===== config.mk =====
export PLATFORM = sky130hd
export DESIGN_NAME = gap_ctrl
export DESIGN_NICKNAME = d
export VERILOG_FILES = /design/src/gap_pkg.sv /design/src/gap_ctrl.sv
export SDC_FILE = /design/constraint.sdc
export NUM_CORES = 1
export LEC_CHECK = 0
export BUFFER_PORTS_ARGS = -buffer_cell sky130_fd_sc_hd__buf_2
export CORE_AREA = 3 3 40 42
export CTS_CLUSTER_DIAMETER = 40
export DETAILED_ROUTE_END_ITERATION = 12
export DIE_AREA = 0 0 43 45
export GPL_TIMING_DRIVEN = 1
export PLACE_DENSITY = 0.75
export SKIP_LAST_GASP = 1
export SLEW_MARGIN = 20
export SYNTH_ARGS = -nofsm -noshare
export SYNTH_HDL_FRONTEND = slang
export SYNTH_SLANG_ARGS = --single-unit

===== constraint.sdc =====
create_clock -name clk_i -period 1.8 [get_ports clk_i]
set_input_delay 0.18 -clock clk_i [delete_from_list [all_inputs] [get_ports clk_i]]
set_output_delay 0.18 -clock clk_i [all_outputs]
set_load 0.01 [all_outputs]

===== src/gap_pkg.sv =====
package gap_pkg;

  localparam int unsigned GridSideDefault = 8;
  localparam int unsigned CellW = 6;
  localparam int unsigned CostW = 7;
  localparam int unsigned MaxCells = 64;
  localparam int unsigned CntW = 7;

  // neighbor order
  localparam logic [2:0] DirUp    = 3'd0;
  localparam logic [2:0] DirDown  = 3'd1;
  localparam logic [2:0] DirLeft  = 3'd2;
  localparam logic [2:0] DirRight = 3'd3;

  typedef enum logic [3:0] {
    StIdle,
    StInit,
    StScan,
    StPick,
    StShift,
    StNbr,
    StFind,
    StUpdate,
    StTrace,
    StEmit,
    StFail
  } state_e;

  // open list entry: cell with its cost so far and total estimate
  typedef struct packed {
    logic [CellW-1:0] node;
    logic [CostW-1:0] g;
    logic [CostW-1:0] f;
  } open_ent_t;

  // controller -> datapath
  typedef struct packed {
    logic load_req;
    logic init;
    logic scan_start;
    logic scan_step;
    logic pick;
    logic shift_step;
    logic nbr_start;
    logic nbr_next;
    logic find_start;
    logic find_step;
    logic update;
    logic trace_start;
    logic trace_step;
    logic emit_start;
    logic emit_step;
  } gap_cmd_t;

  // datapath -> controller
  typedef struct packed {
    logic off_grid;
    logic trivial;
    logic scan_done;
    logic at_goal;
    logic open_empty;
    logic shift_done;
    logic nbr_valid;
    logic nbr_done;
    logic find_done;
    logic trace_done;
    logic trace_ok;
    logic emit_last;
  } gap_sts_t;

endpackage


===== src/gap_ctrl.sv =====
module gap_ctrl (
  input  logic              clk_i,
  input  logic              rst_ni,
  input  logic              in_valid_i,
  output logic              in_ready_o,
  output logic              out_valid_o,
  input  logic              out_ready_i,
  output logic              out_fail_o,
  output gap_pkg::gap_cmd_t cmd_o,
  input  gap_pkg::gap_sts_t sts_i
);
  import gap_pkg::*;

  state_e state_q, state_d;

  always_ff @(posedge clk_i or negedge rst_ni) begin
    if (!rst_ni) begin
      state_q <= StIdle;
    end else begin
      state_q <= state_d;
    end
  end

  always_comb begin
    state_d = state_q;
    case (state_q)
      StIdle: if (in_valid_i) state_d = StInit;
      StInit: begin
        if (sts_i.off_grid) state_d = StFail;
        else if (sts_i.trivial) state_d = StTrace;
        else state_d = StScan;
      end
      StScan: if (sts_i.scan_done) state_d = StPick;
      StPick: begin
        if (sts_i.at_goal) state_d = StTrace;
        else state_d = StShift;
      end
      StShift: if (sts_i.shift_done) state_d = StNbr;
      StNbr: begin
        if (sts_i.nbr_done) begin
          state_d = sts_i.open_empty ? StFail : StScan;
        end else if (sts_i.nbr_valid) begin
          state_d = StFind;
        end
      end
      StFind: if (sts_i.find_done) state_d = StUpdate;
      StUpdate: state_d = StNbr;
      StTrace: begin
        if (sts_i.trace_done) state_d = sts_i.trace_ok ? StEmit : StFail;
      end
      StEmit: if (out_ready_i && sts_i.emit_last) state_d = StIdle;
      StFail: if (out_ready_i) state_d = StIdle;
      default: state_d = StIdle;
    endcase
  end

  always_comb begin
    cmd_o = '0;
    in_ready_o = 1'b0;
    out_valid_o = 1'b0;
    out_fail_o = 1'b0;
    case (state_q)
      StIdle: begin
        in_ready_o = 1'b1;
        cmd_o.load_req = in_valid_i;
      end
      StInit: begin
        cmd_o.init = 1'b1;
        cmd_o.trace_start = sts_i.trivial;
      end
      StScan: cmd_o.scan_step = 1'b1;
      StPick: begin
        cmd_o.pick = 1'b1;
        cmd_o.trace_start = sts_i.at_goal;
      end
      StShift: begin
        cmd_o.shift_step = 1'b1;
        cmd_o.nbr_start = sts_i.shift_done;
      end
      StNbr: begin
        cmd_o.find_start = sts_i.nbr_valid && !sts_i.nbr_done;
        cmd_o.nbr_next = !sts_i.nbr_valid && !sts_i.nbr_done;
        cmd_o.scan_start = sts_i.nbr_done;
      end
      StFind: cmd_o.find_step = 1'b1;
      StUpdate: begin
        cmd_o.update = 1'b1;
        cmd_o.nbr_next = 1'b1;
      end
      StTrace: begin
        cmd_o.trace_step = 1'b1;
        cmd_o.emit_start = sts_i.trace_done;
      end
      StEmit: begin
        out_valid_o = 1'b1;
        cmd_o.emit_step = out_ready_i;
      end
      StFail: begin
        out_valid_o = 1'b1;
        out_fail_o = 1'b1;
      end
      default: ;
    endcase
  end
endmodule


# Word-level counts from Yosys, hierarchy flattened
# Index checks and enable logic that the tools add are counted.
dict set report op_classes {
  eq_ne 18
  muxes 31
  n_reduce_logical 8
}
# cell n
set op_table {}
lappend op_table {{$mux 4} 13}
lappend op_table {{$pmux 4 s11} 1}
lappend op_table {{$eq 4x3->1 const B} 4}
lappend op_table {{$ne 2x2->1 const B} 7}
lappend op_table {{$eq 4x4->1 const B} 3}
lappend op_table {{$mux 1} 12}
lappend op_table {{$eq 4x2->1 const B} 2}
lappend op_table {{$reduce_and 8->1} 1}
lappend op_table {{$mux 2} 3}
lappend op_table {{$eq 4x1->1 const B} 1}
lappend op_table {{$logic_not 4->1} 1}
lappend op_table {{$pmux 1 s2} 2}
lappend op_table {{$logic_and 1x1->1} 3}
lappend op_table {{$ne 3x3->1 const B} 1}
lappend op_table {{$logic_not 1->1} 2}
lappend op_table {{$reduce_or 2->1} 1}
dict set report totals {
  register_bits 4
  inputBits 16
  output_inout_bits 18
  elab_cells 58
}

# Depth between registers and ports, before layout
# Gate-level depths: netlist of run 1.
dict set report logic_depth {
  depth_word 3
  mapped_depth 6
  ltp_nobuf 5
}

# Least setup slack after synthesis of run 1
# No wires, ideal clock.
dict set report synth_path {
  path_type {register to register}
  start {register state_q[3]}
  end {register state_q[1]}
  setup_ps 128
  arrival_time_ps 1533
  required_ps 1672
  setup_slack_ps 139
  stages_incl_launch_ff 6
  path_buffers 0
  synth_period_minus_slack_ps 1661
  cell_sequence {dfrtp_1 > nand2b_2 > or4_4 > o41ai_2 > nor3_2 > mux2_1}
}
dict set report synth_between {
  elab_chain_cells 3
  word_cells_on_any_way 21
  cone_classes {18 x eq/ne; 1 x mux; 2 x reduce/logical}
}
# element line
set synth_rtl {}
lappend synth_rtl {{from (decl)} gap_ctrl.sv:14} ;# state_e state_q, state_d;
lappend synth_rtl {{from (signal assigned)} gap_ctrl.sv:18} ;# state_q <= StIdle;
lappend synth_rtl {{from (signal assigned)} gap_ctrl.sv:20} ;# state_q <= state_d;
lappend synth_rtl {{$eq 4x3->1 (tied with other cells)} gap_ctrl.sv:26} ;# case (state_q)
lappend synth_rtl {{$ne 3x3->1 (no line) / $ne 2x2->1 (equally long branches)} n/a}
lappend synth_rtl {{$reduce_and 8->1 (no line)} n/a}
# Parallel ways exist; a longest one is shown, timed or not.
# A chain may end at the register's enable or synchronous reset.

==> results of run 1 <==
-- repair_timing --
item | in CTS | in global routing
hold buffers | 1 | 0
endpoints found under the hold margin | 4 | 0
resized for setup | 0 | 6
endpoints found under the setup margin | 0 | 4
-- power groups by stage --
| stage | Clock [mW] | Sequential, mW | Combinational (mW) |
|---|---|---|---|
| 2_1_floorplan | 0 | 0.174 | 0.594 |
| 3_5_place_dp | 0 | 0.205 | 0.903 |
| 4_1_cts | 0.107 | 0.204 | 0.908 |
| 3_3_place_gp | 0 | 0.195 | 0.893 |
| 5_1_grt | 0.117 | 0.227 | 1.04 |
| 6_report | 0.108 | 0.219 | 0.949 |
-- worst min-delay path: cells and delay by family --
| family | cells | cell delay (ps) |
|---|---|---|
| AND/OR/NAND/NOR | 2 | 120 |
| AO/OA/AOI/OAI | 1 | 60 |
| buffers and inverters | 1 | 100 |
-- layout make-up --
| type | instances | area, sq um |
|---|---|---|
| clock buffer | 3 | 22.52 |
| timing repair buffer | 43 | 242.7 |
| multi-input combinational | 58 | 380.4 |
| fill | 129 | 506.7 |
| sequential | 4 | 102.6 |
| inverter | 3 | 11.26 |
| tap | 15 | 18.77 |
-- metal layers --
layer | global-route usage (%) | part of all wire (%)
met3 | 3.984 | 9.3
met5 | 0 | 0
met4 | 3.614 | 0
met2 | 26.35 | 46
met1 | 21.60 | 45
-- worst max-delay path by stage --
stage | from | endpoint | slack, ps | depth (start not counted)
6_report | state_q[1]$_DFFE_PN0P_ | cmd_o[7] | 80 | 4
5_1_grt | state_q[1]$_DFFE_PN0P_ | cmd_o[7] | 3 | 4
4_1_cts | state_q[2]$_DFFE_PN0P_ | cmd_o[1] | 30 | 5
3_5_place_dp | state_q[2]$_DFFE_PN0P_ | state_q[3]$_DFFE_PN0P_ | 50 | 5
3_3_place_gp | state_q[3]$_DFFE_PN0P_ | state_q[1]$_DFFE_PN0P_ | 120 | 5
2_1_floorplan | state_q[3]$_DFFE_PN0P_ | state_q[1]$_DFFE_PN0P_ | 140 | 5
-- cell families after synthesis --
logic type,after synthesis,synth area share (%)
muxes,3,6.616
DFF,4,20.36
and+or+nand+nor,40,44.78
buffers and inverters,7,6.105
AOI/OAI and AO/OA,15,22.14
-- layout by cell type, fill, tap and decap left out, types with 2 or more instances in the layout --
cell	n
buf_2	33
and2_1	4
buf_4	9
nand2b_1	2
mux2_1	2
nor3_1	4
nor2_1	9
a21oi_1	3
o21ai_0	5
dfrtp_2	2
nand2_1	6
clkbuf_4	3
inv_1	3
nor4_1	3
and3_1	2
dfrtp_1	2
-- through the flow --
stage,power (mW),hold WS (ps),area [sq um]
floorplan,0.7678,-115.6,491.7
global placement,1.088,-15.97,724.4
detailed placement,1.107,-12.55,724.4
CTS,1.219,285.4,757.0
global route,1.386,289.1,778.2
finish,1.275,278.1,778.2
==> metrics.md, run 1 <==
| Metric | Value |
|---|---|
| Layout cell share with drive strength beyond 1 | 47.75% |
| Die area | 1935 sq um |
| Relative slew slack | 71.38% |
| Buf+Inv Stages, Crit Path | 1 |
| CTS clk-pin slew, worst paths | 40 ps |
| Synth Area per Inst | 7.126 sq um |
| Synth Register Bits | 4 |
| Slew Limit Fails | 0 |
| CP Launch Type | register |
| PD cells | 1639 nW/um^2 |
| Clock network fraction of design power | 8.4% |
| Hold Path Depth | 4 |
| Worst hold endpoint | state_q[2]$_DFFE_PN0P_ |
| Core Rows | 13 |
| Post-route insts no fill | 126 |
| Slowest stage delay, CP | 430 ps |
| Place WS | 51.64 ps |
| Biggest regs | state_q: 4 flops |
| Reg2reg end | state_q[1]$_DFFE_PN0P_ |
| Setup TNS | 0 ps |
| Setup violators final | 0 |
| Clock Path Buffers | 2 |
| TritonCTS clock tree | built |
| Worst Path Arrival | 1540 ps |
| DRC viols | 0 |
| Gpl congestion | 0.8777 |
| Area leader, netlist | dfrtp_1 |
| Clock buffer count from CTS | 3 |
| Yosys warns | 0 |
| Post-synth EDFFs | 0 |
| Cells along the critical path | nand2b_2 > or4_4 > o21ai_0 > buf_2 |
| Synth top area share | 20.36% |
| Syn Nets | 85 |
| First-pass GRT wire length | 2421 microns |
| Yosys cell types | 30 |
| Dpl hpwl | 1235 microns |
| # diodes | 0 |
| Number of nets with antenna violations after routing | 0 |
| Max FFs per register | 4 |
| Initial Util | 38.27% |
| Top post-synthesis cells by area | dfrtp_1, nor2_1, and2_1 |
| Hold Crit Start | sts_i[4] |
| R2R Path Start | state_q[1]$_DFFE_PN0P_ |
| Clock Skew | 1.945 ps |
| Cell family contributing the most delay on the critical path | simple AND/OR/NAND/NOR gates |
| Dominant synthesized flop cell | dfrtp_1 |
| Post-CTS Setup Bufs | 0 |
| Switching power | 599.8 uW |
| Ys async rst share | 100.0% |
| PortBufs | 33 |
| Critical path required time | 1620 ps |
| Clock root buffer | clkbuf_4 |
| Vias in the first global route | 571 |
| Clock sinks | 4 |
| Tcrit/Tclk final | 95.57% |
| RSZ-0062 raised after global routing | no |
| Sequential power share | 17.2% |
| HP Class | in -> reg |
| Max-Cap Viols | 0 |
| Via count | 664 |
| Inst Count DP | 122 |
| Reg2reg path depth | 5 |
| Post-synthesis sequential area ratio | 20.36% |
| Reg2reg setup slack | 90 ps |
| Tot GR Track Use | 16.11% |
| # nets final | 129 |
| Final worst setup slack | 79.82 ps |
| Synth Cell Area | 491.7 sq um |
| Overflow after GRT | 0 |
| Worst slew pin tran | 424.6 ps |
| Largest register by flop count | state_q |
| 1st-iter DRT viols | 10 |
| Fmax | 581.3 MHz |
| Pint | 675.5 uW |
| Fin util | 60.56% |
| LEAKAGE | 0.4238 nW |
| Cells after synthesis | 69 |
| Worst skew pair latency | 230 ps |
| CP Max Fanout | 6 |
| First-pass iteration count of the detailed router | 4 |
| Avg WL per Cell | 12.16 microns |
| Largest net degree at the start of global routing | 12 |
| Switching Share | 47.03% |
| Worst Setup End Kind | output port |
| Total Wirelength | 1532 microns |
| Die width | 43 microns |
| Core Area | 1285 sq um |
| Syn-to-layout area delta | 58.27% |
| Synth cell count leaders | nor2_1, nand2_1, nor3_1, o21ai_0 |
| Count leader, synth | nor2_1 |
| Initial antenna violation count | 0 |
| H-tree depth | 1 |
| Final hold viol count | 0 |
| Final Critical Period | 1720 ps |
| Crit Path Class | reg -> out |
| Gate power share | 74.4% |
| Peak VDD IR | 0.0008178 V |
| Slowest stage cell, crit path | or4_4 |
| Outcome | completed |
| Die Y | 45 microns |
| Routed vias/inst | 5.270 |
| # IOs | 34 |
No activity file was read; power rests on OpenSTA's default activity.
==> inputs of run 2 (changes only) <==
clock period = 2.2 ns   (was 1.8 ns; I/O delays follow)
==> run 2 against run 1 <==
Sequential power down 9.1%. Worst setup slack better by 56 ps. Final area down 9.5%. Core utilization down 5.7 points. Flip-flop and latch count unchanged.
==> metrics.md, run 2 (synthesized netlist as in run 1, its figures left out) <==
| Metric | Value |
|---|---|
| Tcrit/Tclk final | 93.81% |
| DRC viols | 0 (unchanged) |
| Die area | 1935 sq um (unchanged) |
| CP Max Fanout | 16 (+10) |
| Gpl congestion | 0.8404 (-4.2%) |
| Clock Path Buffers | 2 (unchanged) |
| Multi-input combinational cell area | 361.6 sq um (-4.9%) |
| Switching Share | 50.04% (+3.0 points) |
| Clock Skew | 2.949 ps (+1.004 ps) |
| 1st-iter DRT viols | 4 (-6) |
| Inst Count DP | 115 (-5.7%) |
| Pint | 455.8 uW (-33%) |
| Max-Cap Viols | 0 (unchanged) |
| Place WS | 212.5 ps (+160.8 ps) |
| Final Critical Period | 2064 ps |
| Biggest regs | state_q: 4 flops |
| Final worst setup slack | 136.2 ps (+56.41 ps) |
| # nets final | 122 (-5.4%) |
| TritonCTS clock tree | built |
| Outcome | completed |
| Setup violators final | 0 (unchanged) |
| First-pass GRT wire length | 2297 microns (-5.1%) |
| Dpl hpwl | 1169 microns (-5.4%) |
| PortBufs | 33 (unchanged) |
| # IOs | 34 (unchanged) |
| Crit Path Class | reg -> out |
| Max FFs per register | 4 (unchanged) |
| HP Class | in -> async |
| Core Rows | 13 (unchanged) |
| Layout cell share with drive strength beyond 1 | 40.38% (-7.4 points) |
| Reg2reg end | state_q[3]$_DFFE_PN0P_ |
| Final hold viol count | 0 (unchanged) |
| Fin util | 54.82% (-5.7 points) |
| Overflow after GRT | 0 (unchanged) |
| Via count | 633 (-4.7%) |
| Filler instances | 126 (-2.3%) |
| Setup TNS | 0 ps (unchanged) |
| Avg WL per Cell | 12.29 microns (+1.1%) |
| Reg2reg setup slack | 190 ps (+100 ps) |
| Syn-to-layout area delta | 43.26% |
| Post-CTS sizing | 0 (unchanged) |
| Register area | 100.1 sq um (-2.4%) |
| Worst Path Arrival | 1840 ps (+300 ps) |
| Vias in the first global route | 558 (-2.3%) |
| Largest register by flop count | state_q |
| Die Y | 45 microns (unchanged) |
| Routed vias/inst | 5.319 (+0.94%) |
| CTS clk-pin slew, worst paths | 40 ps (about the same) |
| LEAKAGE | 0.3841 nW (-9.4%) |
| Slew Limit Fails | 0 (unchanged) |
| Commonest non-fill, non-tap cell in the layout | buf_2 |
| Total Wirelength | 1463 microns (-4.5%) |
| Worst Setup End Kind | output port |
| First-pass iteration count of the detailed router | 2 (-2) |
| Core Area | 1285 sq um (unchanged) |
| Clock root buffer | clkbuf_4 |
| Worst skew pair latency | 240 ps (about the same) |
| Initial Util | 38.27% (unchanged) |
| Tot GR Track Use | 15.29% (-0.82 points) |
| Post-route insts no fill | 119 (-5.6%) |
| Number of nets with antenna violations after routing | 0 (unchanged) |
| Gate power share | 67.9% (-6.5 points) |
| Commonest non-fill, non-tap cells in the layout | buf_2, nor2_1, nand2_1, nor3_1, o21ai_0 |
| Initial antenna violation count | 0 (unchanged) |
| RSZ-0062 raised after global routing | no |
| Largest net degree at the start of global routing | 17 (+5) |
| Post-CTS Setup Bufs | 0 (unchanged) |
| H-tree depth | 1 (unchanged) |
| CP Launch Type | register |
| Critical path required time | 1980 ps (+360 ps) |
| Clock sinks | 4 (unchanged) |
| PD cells | 1295 nW/um^2 (-21%) |
| Worst slew pin tran | 514.8 ps (+90.18 ps) |
| R2R Path Start | state_q[2]$_DFFE_PN0P_ |
| Switching power | 456.6 uW (-24%) |
| Sequential power share | 21.9% (+4.7 points) |
| Clock buffer count from CTS | 3 (unchanged) |
| Fmax | 484.6 MHz |
| Die width | 43 microns (unchanged) |
| Reg2reg path depth | 5 (unchanged) |
| # diodes | 0 (unchanged) |
| Peak VDD IR | 0.0005155 V (-37%) |
| Relative slew slack | 65.68% (-5.7 points) |
| Clock network fraction of design power | 10.2% (+1.8 points) |
==> run 2: cell types whose count changed in the layout (fill, tap and decap cells not counted), sizes merged <==
cell	change
buf	-7
==> run 2: metal layers <==
layer	vias up	part of all wire, %	GRT usage [%]
li1	326	-	-
met1	278	44	18.49
met2	27	47	29.04
met3	2	8.4	0.3984
met4	0	0.96	5.422
met5	-	0	0
==> run 2: worst max-delay path by stage <==
stage	start	end	slack, ps	cells after the start
5_1_grt	state_q[2]$_DFFE_PN0P_	cmd_o[7]	70	4
3_3_place_gp	state_q[2]$_DFFE_PN0P_	state_q[1]$_DFFE_PN0P_	290	5
2_1_floorplan	state_q[3]$_DFFE_PN0P_	state_q[1]$_DFFE_PN0P_	540	5
6_report	state_q[2]$_DFFE_PN0P_	cmd_o[7]	140	4
3_5_place_dp	state_q[2]$_DFFE_PN0P_	state_q[3]$_DFFE_PN0P_	210	5
4_1_cts	state_q[2]$_DFFE_PN0P_	cmd_o[7]	160	4
==> run 2: worst max-delay path, stage by stage, from the launching register on <==
cell and delay, ps:
dfrtp_1 650, nand2b_2 190, or4_4 520, o21ai_0 90, buf_2 150
==> run 2: timing repair <==
item,CTS,global route
endpoints found under the hold margin,4,0
setup endpoints to repair,0,0
hold buffers,1,0
==> run 2: final cells by class <==
cell class / count / share of cell area [%]
well taps: 15 / 2.664
multi-input cells: 58 / 51.33
flip-flops and latches: 4 / 14.21
inverters: 3 / 1.599
clock buffers: 3 / 3.197
repair buffers: 36 / 27.00
==> run 2: through the flow <==
| step | power [mW] | hold WS, ps | area, sq um |
|---|---|---|---|
| after global placement | 0.8048 | 24.25 | 671.9 |
| final | 0.9124 | 311.3 | 704.4 |
| after CTS | 0.9145 | 318.7 | 704.4 |
| after global routing | 0.9835 | 333.4 | 704.4 |
| after floorplan | 0.6282 | -75.59 | 491.7 |
| after detailed placement | 0.8193 | 28.25 | 671.9 |
==> run 2: power by group through the flow <==
| stage | registers, mW | logic, mW | clock network (mW) |
|---|---|---|---|
| after global routing | 0.208 | 0.680 | 0.0951 |
| after global placement | 0.197 | 0.608 | 0 |
| after CTS | 0.198 | 0.623 | 0.0932 |
| after detailed placement | 0.200 | 0.620 | 0 |
| final | 0.199 | 0.620 | 0.0933 |
| after floorplan | 0.142 | 0.486 | 0 |
