## src/gap_pkg.sv

```systemverilog
package gap_pkg;

  localparam int unsigned GridSideDefault = 8;
  localparam int unsigned CellW = 6;
  localparam int unsigned CostW = 7;
  localparam int unsigned MaxCells = 64;
  localparam int unsigned CntW = 7;

  // neighbor order
  localparam logic [2:0] DirUp    = 3'd0;
  localparam logic [2:0] DirDown  = 3'd1;
  localparam logic [2:0] DirLeft  = 3'd2;
  localparam logic [2:0] DirRight = 3'd3;

  typedef enum logic [3:0] {
    StIdle,
    StInit,
    StScan,
    StPick,
    StShift,
    StNbr,
    StFind,
    StUpdate,
    StTrace,
    StEmit,
    StFail
  } state_e;

  // open list entry: cell with its cost so far and total estimate
  typedef struct packed {
    logic [CellW-1:0] node;
    logic [CostW-1:0] g;
    logic [CostW-1:0] f;
  } open_ent_t;

  // controller -> datapath
  typedef struct packed {
    logic load_req;
    logic init;
    logic scan_start;
    logic scan_step;
    logic pick;
    logic shift_step;
    logic nbr_start;
    logic nbr_next;
    logic find_start;
    logic find_step;
    logic update;
    logic trace_start;
    logic trace_step;
    logic emit_start;
    logic emit_step;
  } gap_cmd_t;

  // datapath -> controller
  typedef struct packed {
    logic off_grid;
    logic trivial;
    logic scan_done;
    logic at_goal;
    logic open_empty;
    logic shift_done;
    logic nbr_valid;
    logic nbr_done;
    logic find_done;
    logic trace_done;
    logic trace_ok;
    logic emit_last;
  } gap_sts_t;

endpackage

```

## src/gap_datapath.sv

```systemverilog
module gap_datapath #(
  parameter int unsigned GridSide = gap_pkg::GridSideDefault
) (
  input  logic                      clk_i,
  input  logic                      rst_ni,
  input  logic [63:0]               wall_map_i,
  input  logic [gap_pkg::CellW-1:0] start_i,
  input  logic [gap_pkg::CellW-1:0] goal_i,
  input  gap_pkg::gap_cmd_t         cmd_i,
  output gap_pkg::gap_sts_t         sts_o,
  output logic [gap_pkg::CellW-1:0] path_cell_o
);
  import gap_pkg::*;

  localparam int unsigned Cells = GridSide * GridSide;
  localparam int unsigned RcW = 3;

  // open list entries carry g and f, so per-cell cost tables are not needed
  open_ent_t        open_mem [MaxCells];
  logic [CellW-1:0] pred_mem [MaxCells];
  logic [CellW-1:0] pbuf_mem [MaxCells];

  open_ent_t        ord_q;
  logic [CellW-1:0] prd_q;
  logic [CellW-1:0] pcell_q;

  logic [CntW-1:0]  cnt_q;
  logic [63:0]      closed_q;
  logic [CellW-1:0] start_q, goal_q, cur_q, nb_q, bcell_q, tc_q;
  logic [CntW-1:0]  rd_q, sidx_q, best_q, pos_q, plen_q, ecnt_q, ecnt_d;
  logic             svld_q, hit_q, tph_q;
  logic [CostW-1:0] bestf_q, bg_q, gcur_q, hitg_q;
  logic [2:0]       dir_q;

  logic [RcW-1:0]   cur_r, cur_c;
  logic             cand_ok;
  logic [CellW-1:0] cand_nb;
  logic [CostW-1:0] tent, tent_f, start_h;
  logic             pipe_done, at_goal, trace_done;
  logic             owe, pwe, pb_we;
  logic [CellW-1:0] owa, pb_wa, pb_wd;
  open_ent_t        owr;

  // row by compares against constant multiples of the side
  function automatic logic [RcW-1:0] row_of(logic [CellW-1:0] a);
    logic [RcW-1:0] r;
    r = '0;
    for (int i = 1; i < (1 << RcW); i++) begin
      if (32'(a) >= 32'(i) * GridSide) r = RcW'(i);
    end
    return r;
  endfunction

  function automatic logic [RcW-1:0] col_of(logic [CellW-1:0] a);
    logic [CellW-1:0] base;
    base = CellW'(32'(row_of(a)) * GridSide);
    return RcW'(a - base);
  endfunction

  function automatic logic [CostW-1:0] manh(logic [CellW-1:0] a, logic [CellW-1:0] b);
    logic [RcW-1:0] ra, ca, rb, cb, dr, dc;
    ra = row_of(a);
    ca = col_of(a);
    rb = row_of(b);
    cb = col_of(b);
    dr = (ra > rb) ? ra - rb : rb - ra;
    dc = (ca > cb) ? ca - cb : cb - ca;
    return CostW'(dr) + CostW'(dc);
  endfunction

  assign cur_r = row_of(cur_q);
  assign cur_c = col_of(cur_q);
  assign tent = gcur_q + CostW'(1);
  assign tent_f = tent + manh(nb_q, goal_q);
  assign start_h = manh(start_q, goal_q);
  assign pipe_done = rd_q >= cnt_q && !svld_q;
  assign at_goal = bcell_q == goal_q;
  assign trace_done = tc_q == start_q || plen_q >= CntW'(Cells);

  always_comb begin
    cand_ok = 1'b0;
    cand_nb = cur_q;
    case (dir_q)
      DirUp: begin
        cand_ok = cur_r != '0;
        cand_nb = cur_q - CellW'(GridSide);
      end
      DirDown: begin
        cand_ok = 32'(cur_r) + 1 < GridSide;
        cand_nb = cur_q + CellW'(GridSide);
      end
      DirLeft: begin
        cand_ok = cur_c != '0;
        cand_nb = cur_q - CellW'(1);
      end
      DirRight: begin
        cand_ok = 32'(cur_c) + 1 < GridSide;
        cand_nb = cur_q + CellW'(1);
      end
      default: ;
    endcase
    if (wall_map_i[cand_nb] || closed_q[cand_nb]) cand_ok = 1'b0;
  end

  // open list write port
  always_comb begin
    owe = 1'b0;
    owa = '0;
    owr = '0;
    if (cmd_i.init) begin
      owe = 1'b1;
      owr.node = start_q;
      owr.f = start_h;
    end else if (cmd_i.shift_step && svld_q) begin
      owe = 1'b1;
      owa = sidx_q[CellW-1:0] - CellW'(1);
      owr = ord_q;
    end else if (cmd_i.update && !hit_q && cnt_q < CntW'(MaxCells)) begin
      owe = 1'b1;
      owa = cnt_q[CellW-1:0];
      owr.node = nb_q;
      owr.g = tent;
      owr.f = tent_f;
    end else if (cmd_i.update && hit_q && tent < hitg_q) begin
      owe = 1'b1;
      owa = pos_q[CellW-1:0];
      owr.node = nb_q;
      owr.g = tent;
      owr.f = tent_f;
    end
  end

  assign pwe = cmd_i.update && (hit_q ? tent < hitg_q : cnt_q < CntW'(MaxCells));

  assign pb_we = cmd_i.trace_start || (cmd_i.trace_step && !trace_done && tph_q);
  assign pb_wa = cmd_i.trace_start ? '0 : plen_q[CellW-1:0];
  assign pb_wd = cmd_i.trace_start ? goal_q : prd_q;

  always_comb begin
    ecnt_d = ecnt_q;
    if (cmd_i.emit_start) ecnt_d = plen_q - CntW'(1);
    else if (cmd_i.emit_step) ecnt_d = ecnt_q - CntW'(1);
  end

  always_ff @(posedge clk_i) begin
    if (owe) open_mem[owa] <= owr;
    ord_q <= open_mem[rd_q[CellW-1:0]];
  end

  always_ff @(posedge clk_i) begin
    if (pwe) pred_mem[nb_q] <= cur_q;
    prd_q <= pred_mem[tc_q];
  end

  // pcell_q always holds the buffer entry at ecnt_q
  always_ff @(posedge clk_i) begin
    if (pb_we) pbuf_mem[pb_wa] <= pb_wd;
    pcell_q <= pbuf_mem[ecnt_d[CellW-1:0]];
  end

  always_ff @(posedge clk_i or negedge rst_ni) begin
    if (!rst_ni) begin
      cnt_q <= '0;
      closed_q <= '0;
    end else begin
      if (cmd_i.init) begin
        cnt_q <= CntW'(1);
        closed_q <= '0;
      end else if (cmd_i.pick && !at_goal) begin
        closed_q[bcell_q] <= 1'b1;
      end else if (cmd_i.shift_step && pipe_done) begin
        cnt_q <= cnt_q - CntW'(1);
      end else if (cmd_i.update && !hit_q && cnt_q < CntW'(MaxCells)) begin
        cnt_q <= cnt_q + CntW'(1);
      end
    end
  end

  always_ff @(posedge clk_i) begin
    if (cmd_i.load_req) begin
      start_q <= start_i;
      goal_q <= goal_i;
    end
    // one read pipeline over the open list, shared by scan, shift and find
    if (cmd_i.init || cmd_i.scan_start || cmd_i.find_start) begin
      rd_q <= '0;
      svld_q <= 1'b0;
    end else if (cmd_i.pick) begin
      rd_q <= best_q + CntW'(1);
      svld_q <= 1'b0;
    end else if (cmd_i.scan_step || cmd_i.shift_step || cmd_i.find_step) begin
      if (rd_q < cnt_q) begin
        rd_q <= rd_q + CntW'(1);
        sidx_q <= rd_q;
        svld_q <= 1'b1;
      end else begin
        svld_q <= 1'b0;
      end
    end
    // earliest entry with the lowest f wins
    if (cmd_i.scan_step && svld_q && (sidx_q == '0 || ord_q.f < bestf_q)) begin
      best_q <= sidx_q;
      bestf_q <= ord_q.f;
      bcell_q <= ord_q.node;
      bg_q <= ord_q.g;
    end
    if (cmd_i.pick) begin
      cur_q <= bcell_q;
      gcur_q <= bg_q;
    end
    if (cmd_i.nbr_start) dir_q <= DirUp;
    else if (cmd_i.nbr_next) dir_q <= dir_q + 3'd1;
    if (cmd_i.find_start) begin
      nb_q <= cand_nb;
      hit_q <= 1'b0;
    end else if (cmd_i.find_step && svld_q && !hit_q && ord_q.node == nb_q) begin
      hit_q <= 1'b1;
      pos_q <= sidx_q;
      hitg_q <= ord_q.g;
    end
    // per path cell: read pred, then take it
    if (cmd_i.trace_start) begin
      tc_q <= goal_q;
      plen_q <= CntW'(1);
      tph_q <= 1'b0;
    end else if (cmd_i.trace_step && !trace_done) begin
      tph_q <= !tph_q;
      if (tph_q) begin
        tc_q <= prd_q;
        plen_q <= plen_q + CntW'(1);
      end
    end
    ecnt_q <= ecnt_d;
  end

  always_comb begin
    sts_o = '0;
    sts_o.off_grid = 32'(start_q) >= Cells || 32'(goal_q) >= Cells;
    sts_o.trivial = start_q == goal_q;
    sts_o.scan_done = pipe_done;
    sts_o.at_goal = at_goal;
    sts_o.open_empty = cnt_q == '0;
    sts_o.shift_done = pipe_done;
    sts_o.nbr_done = dir_q[2];
    sts_o.nbr_valid = cand_ok;
    sts_o.find_done = hit_q || pipe_done;
    sts_o.trace_done = trace_done;
    sts_o.trace_ok = tc_q == start_q;
    sts_o.emit_last = ecnt_q == '0;
  end

  assign path_cell_o = pcell_q;
endmodule

```

## config.mk

```make
export PLATFORM = sky130hd
export DESIGN_NAME = gap_datapath
export DESIGN_NICKNAME = d
export VERILOG_FILES = /design/src/gap_pkg.sv /design/src/gap_datapath.sv
export SDC_FILE = /design/constraint.sdc
export NUM_CORES = 2
export LEC_CHECK = 0
export ABC_AREA = 1
export BUFFER_PORTS_ARGS = -buffer_cell sky130_fd_sc_hd__buf_4
export CELL_PAD_IN_SITES_DETAIL_PLACEMENT = 1
export CELL_PAD_IN_SITES_GLOBAL_PLACEMENT = 1
export CORE_MARGIN = 2
export CORE_UTILIZATION = 44
export CTS_CLUSTER_SIZE = 30
export DETAILED_ROUTE_END_ITERATION = 16
export GPL_TIMING_DRIVEN = 0
export PLACE_DENSITY = 0.7
export SLEW_MARGIN = 5
export SYNTH_ARGS = -nofsm -noshare
export SYNTH_HDL_FRONTEND = slang
export SYNTH_SLANG_ARGS = --single-unit
```

## constraint.sdc

```tcl
create_clock -name clk_i -period 7.9 [get_ports clk_i]
set_input_delay 1.185 -clock clk_i [delete_from_list [all_inputs] [get_ports clk_i]]
set_output_delay 1.185 -clock clk_i [all_outputs]
set_load 0.005 [all_outputs]
```

### Yosys cells after proc, flatten, opt, wreduce, memory -nomap -nowiden

Memories as Yosys holds them, arrays and structs flattened. A register that Yosys moved wholly into a read port is not among the register bits.
Cells that the tools add are included.

* memories: 3
* register bits after elaboration: 182
* word-level logic and storage cells: 242
* memory bits (writable): 2048
* bits in read-only memories: 0
* latch bits: 0

Memories
* open_mem: depth 64, bits a word 20, read ports 1, clocked after Yosys merged registers in 1, write ports 1, line gap_datapath.sv:19 `open_ent_t open_mem [MaxCells];`
* pbuf_mem: depth 64, bits a word 6, read ports 1, clocked after Yosys merged registers in 1, write ports 1, line gap_datapath.sv:21 `logic [CellW-1:0] pbuf_mem [MaxCells];`
* pred_mem: depth 64, bits a word 6, read ports 1, clocked after Yosys merged registers in 1, write ports 1, line gap_datapath.sv:20 `logic [CellW-1:0] pred_mem [MaxCells];`

* magnitude comparators: 43
* bitwise gates (word level): 4
* add/sub/neg operators: 31
* muxes and demuxes: 79
* reductions and logical operators: 51
* equality and inequality tests: 8
* divide/modulo/power cells: 0
* multipliers: 0
* shift operators: 0

Operator list (count)
* 2-to-1 mux 64 bit: 2
* greater-or-equal comparator 6 bit, second input constant: 16
* 2-to-1 mux 3 bit: 27
* 2-to-1 mux 7 bit: 11
* bitwise OR 64 bit: 1
* 2-to-1 mux 20 bit: 3
* 2-to-1 mux 6 bit: 10
* greater-or-equal comparator 6 x 5 -> 1 bit, second input constant: 8
* adder 7 x 1 -> 7 bit, second input constant: 5
* equality test 6 bit: 4
* greater-or-equal comparator 6 x 4 -> 1 bit, second input constant: 4
* one-hot mux 6 bit (4 select lines): 1
* subtractor 3 bit: 8
* logical NOT 7 bit: 3
* less-than comparator 7 bit: 3
* subtractor 7 x 1 -> 7 bit, second input constant: 3
* 2-to-1 mux 1 bit: 20
* logical AND 1 bit: 17
* less-than comparator 6 x 7 -> 1 bit, second input constant: 2
* binary-select mux 1 bit (select 6 bit): 2
* > comparator 3 bit: 4
* nonzero test 2 bit: 6
* subtractor 3 x 1 -> 3 bit, second input constant: 4
* subtractor 6 x 1 -> 6 bit, second input constant: 2
* other kinds (26): 50

### Longest topological paths before layout

* depth in word-level cells: 16
* gate-level depth with buffers: 23
* mapped depth without buffers: 20

### Worst setup path before layout

OpenSTA, ideal clock, no wires.

* path kind: register to register
* from: register goal_q[1]
* to: memory open_mem[0][5] (netlist bit) (data pin)
* slack: 1.317 ns
* arrival time: 5.861 ns
* required time: 7.178 ns
* stages on the path, launching flop included: 14
* library setup time: 0.722 ns
* cell sequence: edfxtp_1 > inv_1 > ha_1 > a21oi_1 > nor2_1 > o21ai_0 > mux2_2 > fa_1 > ha_1 > fa_1 > nand2_1 > a21oi_1 > xnor2_1 > a211oi_1

RTL lines
* start: declaration: line gap_datapath.sv:29 `logic [CellW-1:0] start_q, goal_q, cur_q, nb_q, bcell_q, tc_q;`
* start signal: assignment: line gap_datapath.sv:182 `goal_q <= goal_i;`
* end: declaration: line gap_datapath.sv:19

### Final worst setup path

* from: register dir_q[0]
* to: output sts_o[5] (netlist bit)

* cells in the longest elaborated chain, start to end: 6

Ends and longest elaborated chain
* start: declaration: line gap_datapath.sv:33 `logic [2:0] dir_q;`
* start signal: assignment: line gap_datapath.sv:211 `if (cmd_i.nbr_start) dir_q <= DirUp;`
* start signal: assignment: line gap_datapath.sv:212 `else if (cmd_i.nbr_next) dir_q <= dir_q + 3'd1;`
* equality test 3 x 2 -> 1 bit (tied with other cells): line gap_datapath.sv:83 `case (dir_q)`
* one-hot mux 6 bit (4 select lines) *: line gap_datapath.sv:83
* named net cand_nb[1]: line gap_datapath.sv:37 `logic [CellW-1:0] cand_nb;`
* binary-select mux 1 bit (select 6 bit): line gap_datapath.sv:102 `if (wall_map_i[cand_nb] || closed_q[cand_nb]) cand_ok = 1'b0;`
* 2-to-1 mux 1 bit (implied by the code): line gap_datapath.sv:102
* logical OR 1 bit *: line gap_datapath.sv:102
* 2-to-1 mux 1 bit *: line gap_datapath.sv:102
* end: declaration: line gap_datapath.sv:10 `output gap_pkg::gap_sts_t sts_o,`

Mark *: on every way through the listed nets, which the timed path passes. The rest lies on a longest branch. The select of a mux whose other input is x is not followed.

==> run metrics <==
commonest non-fill, non-tap cell in the layout edfxtp_1; worst-path fanout max 10; worst slew pin tran approximately 1.6 ns; Worst slew margin -0.0801; Async SR Flop Fraction 0.0314; DR DRC count 0; Synth cell types 62; effective utilization at floorplan 0.441; CP endpoint kind output port; Max clock buf depth 3; CTS tree yes; # Post-CTS Setup Buffers 0; Post-DRT Antenna Nets 0; fin crit share 0.721; HPWL after DPL just under 300,000 um; Cells after Synth between 7,000 and 8,000; DP Worst Slack about 2.5 ns; # port buffers about 110; startpoint class of the critical path register; fmax around 180 MHz; Final Critical Period 5.70 ns; first-pass GRT wire length about 550,000 um; Avg Inst Size Synth between 10 and 15 um^2; CTS H-tree lvls 4; crit path kind reg2out; Non-Filler Cell Area, Final roughly 110,000 um^2; DRT Pass-1 Iters 6; outcome finished with violations; Syn Nets about 8,000; clk sinks ~2,300; share of cells above drive strength 1 0.114; Clk Latency, worst-skew pair just over 0.9 ns; Fin Hold WS 0.417 ns; Power Density roughly 280 nW/um^2; gpl congestion between 1 and 1.5; DR iter-0 viols between 10,000 and 15,000; vias approximately 71,000; Static Leakage ~37 nW; Post-CTS Hold Buffers 0; Yosys Warn Count 0; IO Count approximately 110; final setup violation count 0; post-cts sizing count 0; skew final slightly below 0.09 ns; setup ws final 2.20 ns; CTS Buf Count 230; grt total ovfl 0; sequential-to-total area share from yosys stat 0.717; die extent in y around 460 um; number of nets in the layout around 8,300; largest net degree at the start of global routing between 70 and 80; Fin. Hold Viols 0; vias in the first global route around 71,000; Routed WL ~400,000 um; RSZ-0062 raised after global routing false; synth-to-layout area growth 17.2%; maximum vdd drop approximately 0.28 mV; setup TNS 0 ns; Top FF cell, synth edfxtp_1; CTS root buf clkbuf_16; Total GRT Usage 0.364; max cap viols 1; routed length per instance 35.9 um; full die area 216,000 um^2; core footprint 212,000 um^2; fin. max-slew vios 11; row cnt around 170; most frequent cells in the layout edfxtp_1, nor2_1, o21ai_0; # fillers roughly 21,000; failing checks max-capacitance violations, max-slew violations; Post-Place Cell Area between 100,000 and 150,000 um^2; clock-pin slew on the worst setup and hold paths approximately 0.06 ns; initial antenna violation count between 40 and 50; #FFs+latches synth approximately 2,300; Vias/cell about 6.4; Die W ~460 um; Worst R2R Setup Slack 2.28 ns; synthesized area between 90,000 and 100,000 um^2; worst path required time between 6 and 7 ns; number of flops mapped to enable cells by yosys around 2,100; Hold Path Class in2async; CP Data Arrival Time approximately 4.5 ns
==> state kept, by name, summed over array words and instances (netlist names), 7 cells and up <==
signal    flops
gcur_q        7
cnt_q         7
plen_q        7
best_q        7
ecnt_q        7
closed_q     64
sidx_q        7
open_mem   1280
bestf_q       7
pbuf_mem    384
ord_q        20
pred_mem    384
hitg_q        7
bg_q          7
rd_q          7
==> cells in the mapped netlist (15+ instances only) <==
library cell / number / share of area
o21ai_0: 1060 / 0.057
buf_4: 40 / 0.0032
xor2_1: 29 / 0.0027
nand4_1: 19 / 0.0013
o21ai_1: 25 / 0.0013
dfrtp_1: 71 / 0.019
nand2_1: 523 / 0.021
a21oi_1: 134 / 0.0072
dfxtp_1: 58 / 0.012
fa_1: 15 / 0.0032
o211ai_1: 236 / 0.019
nand3_1: 329 / 0.018
or2_2: 28 / 0.0019
o21bai_1: 15 / 0.0012
buf_2: 134 / 0.0072
o22ai_1: 437 / 0.029
clkbuf_1: 302 / 0.012
inv_1: 397 / 0.016
ha_1: 67 / 0.0090
nor3_1: 30 / 0.0016
nor2_1: 1329 / 0.053
o221ai_1: 59 / 0.0055
edfxtp_1: 2133 / 0.69
==> per-stage QoR <==
stage                     power, mW  cells   util
after floorplan                16.4   7608      -
after global placement         18.8  10500  0.462
after detailed placement       19.2  10700  0.481
after CTS                      30.0  11100  0.517
after global routing           30.8  11100  0.517
final                          30.2  11100  0.517
==> power breakdown <==
group | switching [mW] | internal, mW
combinational | 3.97 | 1.31
clock | 4.91 | 6.13
sequential | 0.146 | 13.8
==> area by class of cell <==
type                            count  area (um^2)  share of cell area
Antenna cell                       21         52.6            0.000480
Buffer                            492         2230              0.0204
Clock buffer                      284         6120              0.0559
Clock inverter                    143         1400              0.0128
Inverter                          412         1550              0.0142
Multi-Input combinational cell   4442        23500               0.214
Sequential cell                  2262        67000               0.612
Tap cell                         2821         3530              0.0322
Timing Repair Buffer              259         4140              0.0378
==> metal layers <==
layer,routed length (um),share of wire,vias to the layer above,track usage
met5,243,0.00061,-,0
met4,29500,0.074,38,0.226
met3,48300,0.12,1231,0.104
met2,178000,0.44,5001,0.554
met1,144000,0.36,36100,0.458
li1,-,-,28800,-
==> kinds of logic (layout without fill, tap and decap cells) <==
group / after synthesis / after routing / share of synthesized area
AND/OR/NAND/NOR: 2301 / 2301 / 0.101
flip-flops: 2262 / 2262 / 0.717
AO/OA/AOI/OAI: 2009 / 2009 / 0.124
buffers and inverters: 904 / 1590 / 0.0405
adder cells (fa/ha/maj): 82 / 82 / 0.0122
XOR/XNOR: 42 / 42 / 0.00394
multiplexers: 7 / 7 / 0.000763
other: 1 / 22 / 0.0000401
==> path summary, 6_finish.rpt <==
| path | startpoint | end | cells past startpoint |
|---|---|---|---|
| hold / removal | rst_ni | closed_q[34] | 1 |
| setup / recovery | dir_q[0] | sts_o[5] | 14 |
| min in group clk_i | bg_q[4] | gcur_q[4] | 0 |
| hold reg to reg | bg_q[4] | gcur_q[4] | 0 |
| setup reg to reg | gcur_q[0] | open_mem[45][0] | 15 |
| max in group asynchronous | rst_ni | closed_q[51] | 1 |
==> critical path, cell delays in order, from the launching register on <==
cell     delay (ns)
dfxtp_1        0.40
ha_1           0.19
ha_1           0.28
fa_1           0.50
o21ai_2        0.56
buf_2          0.41
nand3_1        0.12
nand2_1        0.10
nand2_1        0.05
a21oi_1        0.41
nor2_1         0.10
nor2_1         0.13
nor2_1         0.06
buf_4          0.13
buf_4          0.18
Power figures use the tool's default switching activity.
